===== src/rtl/core/fvc_pkg.sv =====
// Types, constants and arithmetic helpers of the formation velocity controller.
// No dependencies.
package fvc_pkg;

    // Register indexes on the configuration port
    typedef enum logic [2:0] {
        REG_OWN_ID    = 3'd0,
        REG_DELTA_T   = 3'd1,
        REG_VEL_GAIN  = 3'd2,
        REG_POS_GAIN  = 3'd3,
        REG_DES_DIST  = 3'd4,
        REG_TIMEOUT   = 3'd5,
        REG_VEL_MAX   = 3'd6,
        REG_VEL_MIN   = 3'd7
    } reg_idx_t;

    localparam logic        ACT_UPDATE = 1'b0;
    localparam logic        ACT_TICK   = 1'b1;

    localparam logic [1:0]  RST_OWN_ID   = 2'd0;
    localparam logic [30:0] RST_DELTA_T  = 31'd32768;
    localparam logic [30:0] RST_VEL_GAIN = 31'd65536;
    localparam logic [30:0] RST_POS_GAIN = 31'd459;
    localparam logic [30:0] RST_DES_DIST = 31'd262144;
    localparam logic [31:0] RST_TIMEOUT  = 32'd500;
    localparam logic signed [31:0] RST_VEL_MAX = 32'sd32768;
    localparam logic signed [31:0] RST_VEL_MIN = -32'sd32768;

    localparam logic signed [31:0] S32_MAX = 32'sh7FFF_FFFF;
    localparam logic signed [31:0] S32_MIN = 32'sh8000_0000;

    typedef struct packed {
        logic [1:0]         own_id;
        logic [30:0]        delta_t;
        logic [30:0]        vel_gain;
        logic [30:0]        pos_gain;
        logic [30:0]        goal_range;
        logic [31:0]        timeout_ms;
        logic signed [31:0] vel_max;
        logic signed [31:0] vel_min;
    } cfg_t;

    typedef struct packed {
        logic               action;
        logic [31:0]        time_ms;
        logic [3:0]         requester_id;
        logic [3:0]         responder_id;
        logic signed [31:0] requester_vel_x;
        logic signed [31:0] requester_vel_y;
        logic signed [31:0] responder_vel_x;
        logic signed [31:0] responder_vel_y;
        logic signed [31:0] relpos_x;
        logic signed [31:0] relpos_y;
        logic [30:0]        range_dist;
    } item_t;

    // One row of the agent table
    typedef struct packed {
        logic [31:0]        stamp;
        logic signed [31:0] vel_x;
        logic signed [31:0] vel_y;
        logic signed [31:0] pos_x;
        logic signed [31:0] pos_y;
        logic [30:0]        span;
    } entry_t;

    typedef struct packed {
        logic signed [31:0] vel_cmd_x;
        logic signed [31:0] vel_cmd_y;
        logic               control_valid;
    } res_t;

    typedef enum logic [4:0] {
        ST_IDLE,
        ST_UPD0,
        ST_UPD1,
        ST_UPD2,
        ST_UPD3,
        ST_DD,
        ST_OWN_RD,
        ST_OWN_LD,
        ST_PEER_RD,
        ST_PEER_CHK,
        ST_PEER_DIFF,
        ST_PEER_PX,
        ST_PEER_PY,
        ST_PEER_ACC,
        ST_A_V,
        ST_A_P,
        ST_A_SUM,
        ST_A_DT,
        ST_A_VEL,
        ST_OUT
    } state_t;

    function automatic logic signed [31:0] sat32(input logic signed [63:0] v);
        if (v > 64'(S32_MAX)) begin
            return S32_MAX;
        end else if (v < 64'(S32_MIN)) begin
            return S32_MIN;
        end
        return v[31:0];
    endfunction

    function automatic logic signed [31:0] neg_sat(input logic signed [31:0] v);
        if (v == S32_MIN) begin
            return S32_MAX;
        end
        return -v;
    endfunction

    function automatic logic [31:0] absdiff(input logic [31:0] a, input logic [31:0] b);
        return (a >= b) ? (a - b) : (b - a);
    endfunction

endpackage


===== src/rtl/core/fvc_regs.sv =====
// APB-style configuration register file of the formation velocity controller.
// Depends on fvc_pkg.
module fvc_regs (
    input  logic          aclk,
    input  logic          aresetn,
    input  logic          psel,
    input  logic          penable,
    input  logic          pwrite,
    input  logic [4:0]    paddr,
    input  logic [31:0]   pwdata,
    output logic [31:0]   prdata,
    output logic          pready,
    output fvc_pkg::cfg_t cfg
);
    import fvc_pkg::*;

    cfg_t     cfg_reg;
    reg_idx_t idx;
    logic     wr_en;

    assign idx    = reg_idx_t'(paddr[4:2]);
    assign wr_en  = psel && penable && pwrite;
    assign pready = 1'b1;
    assign cfg    = cfg_reg;

    // Write registers
    always_ff @(posedge aclk) begin
        if (!aresetn) begin
            cfg_reg.own_id     <= RST_OWN_ID;
            cfg_reg.delta_t    <= RST_DELTA_T;
            cfg_reg.vel_gain   <= RST_VEL_GAIN;
            cfg_reg.pos_gain   <= RST_POS_GAIN;
            cfg_reg.goal_range <= RST_DES_DIST;
            cfg_reg.timeout_ms <= RST_TIMEOUT;
            cfg_reg.vel_max    <= RST_VEL_MAX;
            cfg_reg.vel_min    <= RST_VEL_MIN;
        end else if (wr_en) begin
            unique case (idx)
                REG_OWN_ID:   cfg_reg.own_id     <= pwdata[1:0];
                REG_DELTA_T:  cfg_reg.delta_t    <= pwdata[30:0];
                REG_VEL_GAIN: cfg_reg.vel_gain   <= pwdata[30:0];
                REG_POS_GAIN: cfg_reg.pos_gain   <= pwdata[30:0];
                REG_DES_DIST: cfg_reg.goal_range <= pwdata[30:0];
                REG_TIMEOUT:  cfg_reg.timeout_ms <= pwdata;
                REG_VEL_MAX:  cfg_reg.vel_max    <= pwdata;
                REG_VEL_MIN:  cfg_reg.vel_min    <= pwdata;
                default: ;
            endcase
        end
    end

    // Read back
    always_comb begin
        unique case (idx)
            REG_OWN_ID:   prdata = {30'd0, cfg_reg.own_id};
            REG_DELTA_T:  prdata = {1'b0, cfg_reg.delta_t};
            REG_VEL_GAIN: prdata = {1'b0, cfg_reg.vel_gain};
            REG_POS_GAIN: prdata = {1'b0, cfg_reg.pos_gain};
            REG_DES_DIST: prdata = {1'b0, cfg_reg.goal_range};
            REG_TIMEOUT:  prdata = cfg_reg.timeout_ms;
            REG_VEL_MAX:  prdata = cfg_reg.vel_max;
            REG_VEL_MIN:  prdata = cfg_reg.vel_min;
            default:      prdata = '0;
        endcase
    end
endmodule


===== config.mk =====
export PLATFORM = sky130hd
export DESIGN_NAME = fvc_regs
export DESIGN_NICKNAME = d
export VERILOG_FILES = /design/src/rtl/core/fvc_pkg.sv /design/src/rtl/core/fvc_regs.sv
export SDC_FILE = /design/constraint.sdc
export NUM_CORES = 1
export LEC_CHECK = 0
export CAP_MARGIN = 20
export CELL_PAD_IN_SITES_DETAIL_PLACEMENT = 1
export CELL_PAD_IN_SITES_GLOBAL_PLACEMENT = 2
export CORE_AREA = 5 5 198 152
export DETAILED_ROUTE_END_ITERATION = 10
export DIE_AREA = 0 0 203 157
export DONT_BUFFER_PORTS = 1
export PLACE_DENSITY_LB_ADDON = 0.1
export REMOVE_ABC_BUFFERS = 1
export SYNTH_ARGS = -nofsm -noshare
export SYNTH_HDL_FRONTEND = slang
export SYNTH_SLANG_ARGS = --single-unit

===== constraint.sdc =====
create_clock -name aclk -period 1.5 [get_ports aclk]
set_input_delay 0.15 -clock aclk [delete_from_list [all_inputs] [get_ports aclk]]
set_output_delay 0.15 -clock aclk [all_outputs]
set_load 0.02 [all_outputs]

==> run summary <==
RUN STATUS
-----------------------------------------------------------------------------------------------
Status                                                                             finished with violations
Violated checks                                                                    setup timing

STA
-----------------------------------------------------------------------------------------------
Maximum clock skew at final layout                                                         0 ns
Portion of the clock cycle consumed by the worst path in the final layout                  126%
Slack of the critical path                                                            -0.385 ns
Max Fclk                                                                              0.530 GHz
Min Clock Period, post-route                                                            1.89 ns
Max-slew headroom at the worst pin                                                        60.2%
Worst-Margin Slew                                                                      0.595 ns
Slew Viols, Final                                                                             0
Number of hold violations in the final report                                                 0
Post-route worst hold slack                                                           0.0447 ns
Final setup fails                                                                            32
Unrepaired setup endpoints after global routing                                             yes

FINISH
-----------------------------------------------------------------------------------------------
Final instance count without filler cells                                                 1,924
Number of antenna cells inserted                                                              0
Footprint of the multi-input gates                                                    5230 um^2
Fin util                                                                                  53.3%
Leading cell types in the layout, fill and taps excluded                           460 x sky130_fd_sc_hd__nand2_1, 229 x sky130_fd_sc_hd__buf_4, 161 x sky130_fd_sc_hd__dfxtp_1, 155 x sky130_fd_sc_hd__dlygate4sd3_1, 117 x sky130_fd_sc_hd__a21boi_0
Max FFs per register                                                                        222
Sequential cell area                                                                  4540 um^2
Filler instances                                                                          3,234
Layout-stage area growth over the synthesis result                                        48.9%
Most common cell after layout, fill and taps aside                                 sky130_fd_sc_hd__nand2_1
Count of nets after finishing                                                             1,591
Fraction of final layout cells sized beyond drive strength 1                              27.5%

CTS
-----------------------------------------------------------------------------------------------
Clock sink count                                                                            222
Clock tree from TritonCTS                                                                  done
Worst-case clock buffer depth                                                                 3
Root buffer selected by CTS                                                        sky130_fd_sc_hd__clkbuf_16
Clock input transition at the sequential cells of the worst setup and hold paths        0.06 ns
Number of buffers added by the clock tree synthesis step                                     25
Worst skew pair latency                                                                 0.52 ns
Number of H-tree levels                                                                       1

YOSYS
-----------------------------------------------------------------------------------------------
Synth area leaders                                                                 sky130_fd_sc_hd__dfxtp_1 45%, sky130_fd_sc_hd__nand2_1 17%, sky130_fd_sc_hd__a21boi_0 8.9%
Synth warnings                                                                                0
Primary flip-flop cell chosen by synthesis mapping                                 sky130_fd_sc_hd__dfxtp_1
Sequential fraction of the synthesis area                                                 44.7%
Number of register bits inferred by synthesis                                               222
Synth Cell Area                                                                       9940 um^2
Yosys top cell area share                                                                 44.7%
Cell variety after synth                                                                     34
Mean instance size in the synthesized netlist                                         8.15 um^2
Async SR Flop Fraction                                                                       0%
Synth Instances                                                                           1,220
Post-synth EDFFs                                                                              0
Largest area contributor in the netlist                                            sky130_fd_sc_hd__dfxtp_1

DIE
-----------------------------------------------------------------------------------------------
Placement Rows                                                                               53
Die H                                                                                    157 um
Chip Width                                                                               203 um
Boundary pin count                                                                          297
Placeable core region                                                               27,800 um^2
Initial core utilization                                                                  35.8%
Total Die Area                                                                      31,900 um^2

ROUTING
-----------------------------------------------------------------------------------------------
Total via count in the routed design                                                     10,400
Post-DR vias/cell                                                                          5.41
Total iterations of the first detailed-routing run                                            6
Post-detailed-route DRC marker count                                                          0
Post-route antenna net violation count                                                        0
Final routed wire length divided by cell count                                          24.8 um
Total wire length                                                                       47.8 mm
Starting DRT DRC Count                                                                      575

WORST SETUP PATH
-----------------------------------------------------------------------------------------------
Flop-to-flop setup slack                                                                0.06 ns
Capture point of the worst reg-to-reg path                                         cfg[57]$_SDFFE_PN0P_
Crit path capture type                                                               output pin
Arrival time at the worst endpoint                                                      1.74 ns
Reg2reg start                                                                      cfg[57]$_SDFFE_PN0P_
Critical path class                                                                register to output pin
Count of cells along the worst register-to-register path                                      4
Worst setup path end                                                                  prdata[0]
Critical Path Start Type                                                               register
Maximum fanout along the worst path                                                           2
Required @ worst endpoint                                                               1.35 ns
Critical path launch point                                                         cfg[64]$_SDFFE_PN0P_

PLACED DESIGN
-----------------------------------------------------------------------------------------------
Count of port buffers added during placement                                                  0
Post-DP HPWL                                                                            28.4 mm
Final estimated routing congestion in global placement                                    0.787
Placed cell count                                                                         1,719

POWER AND IR DROP
-----------------------------------------------------------------------------------------------
Worst vdd ir                                                                           0.729 mV
Leakage                                                                              0.00593 uW
Power density over the cells                                                        899 nW/um^2

GRT
-----------------------------------------------------------------------------------------------
Grt total ovfl                                                                                0
GRT Util Overall                                                                          28.7%
Number of global-route vias before repair                                                10,900
Largest net degree at the start of global routing                                           124
Global-route wire length before repair                                                  70.3 mm
Initial antenna violation count                                                               0

WORST HOLD PATH
-----------------------------------------------------------------------------------------------
Path type of the worst min-delay path                                              primary input to register

FLOW RUN
-----------------------------------------------------------------------------------------------
Maximum Capacitance Violations                                                                0

==> routing by layer <==
layer	GRT usage, %	part of all wire (%)
met5	0	0
met4	6.24	1.8
met3	8.05	8.7
met2	47.1	46
met1	38.0	44
==> logic make-up after synthesis <==
| group | share of synthesized area [%] |
|---|---|
| DFF | 44.7 |
| other | 0.0377 |
| AOI/OAI and AO/OA | 22.6 |
| muxes | 5.49 |
| buffers and inverters | 5.35 |
| and+or+nand+nor | 21.8 |
==> per-stage QoR <==
| stage | setup slack, ns | total power [uW] | setup TNS [ns] | cell area (um^2) |
|---|---|---|---|---|
| 5_1_grt | -0.446 | 13700 | -9.04 | 14800 |
| 6_report | -0.385 | 13300 | -7.17 | 14800 |
| 3_5_place_dp | -0.303 | 6900 | -2.33 | 12100 |
| 2_1_floorplan | -0.380 | 6560 | -36.16 | 9440 |
| 3_3_place_gp | -0.281 | 6890 | -1.68 | 12100 |
| 4_1_cts | -0.391 | 13400 | -7.93 | 14600 |
==> critical path: stages, from the launching register on <==
cell	delay, ns
sky130_fd_sc_hd__dfxtp_2	0.32
sky130_fd_sc_hd__mux2_2	0.26
sky130_fd_sc_hd__a22o_1	0.19
sky130_fd_sc_hd__a221oi_2	0.22
sky130_fd_sc_hd__nor2_1	0.06
sky130_fd_sc_hd__buf_4	0.16
==> where the power goes <==
group / leakage (uW) / total [uW] / internal (uW) / switching (uW)
sequential: 0.00182 / 5970 / 5930 / 39.8
combinational: 0.00371 / 1090 / 487 / 600
clock: 0.000403 / 6250 / 3670 / 2580
==> what timing repair did <==
action	CTS	global route
gates cloned	0	0
setup endpoints to repair	32	33
pin swaps	24	13
resized for setup	71	57
buffers inserted	1	3
endpoints found under the hold margin	222	0
hold buffers	156	0
==> how the worst min path moves through the flow <==
stage / startpoint / end / cells past startpoint
final: paddr[2] / cfg[221]$_SDFFE_PN0P_ / 3
after global routing: paddr[2] / cfg[221]$_SDFFE_PN0P_ / 3
after CTS: paddr[2] / cfg[221]$_SDFFE_PN0P_ / 3
after detailed placement: aresetn / cfg[69]$_SDFFE_PN1P_ / 1
after global placement: aresetn / cfg[69]$_SDFFE_PN1P_ / 1
after floorplan: aresetn / cfg[114]$_SDFFE_PN1P_ / 1
==> Yosys cell counts, types with 10 or more instances <==
| master | count |
|---|---|
| sky130_fd_sc_hd__nand2_1 | 460 |
| sky130_fd_sc_hd__dfxtp_1 | 222 |
| sky130_fd_sc_hd__a21boi_0 | 118 |
| sky130_fd_sc_hd__a21boi_1 | 69 |
| sky130_fd_sc_hd__buf_2 | 53 |
| sky130_fd_sc_hd__clkbuf_1 | 49 |
| sky130_fd_sc_hd__nand3_1 | 36 |
| sky130_fd_sc_hd__a22oi_1 | 35 |
| sky130_fd_sc_hd__a22o_1 | 24 |
| sky130_fd_sc_hd__mux2_2 | 22 |
| sky130_fd_sc_hd__nor2_1 | 21 |
| sky130_fd_sc_hd__mux2i_1 | 14 |
| sky130_fd_sc_hd__o211ai_1 | 12 |
| sky130_fd_sc_hd__a221oi_1 | 11 |
| sky130_fd_sc_hd__a221o_1 | 10 |
| sky130_fd_sc_hd__o21ai_0 | 10 |
==> cell type report <==
type | count | share of cell area, %
Inverter | 9 | 0.228
Timing Repair Buffer | 410 | 25.2
Clock buffer | 38 | 4.89
Tap cell | 357 | 3.02
Clock inverter | 7 | 0.626
Multi-Input combinational cell | 881 | 35.3
Sequential cell | 222 | 30.7
Power figures use the tool's default switching activity.
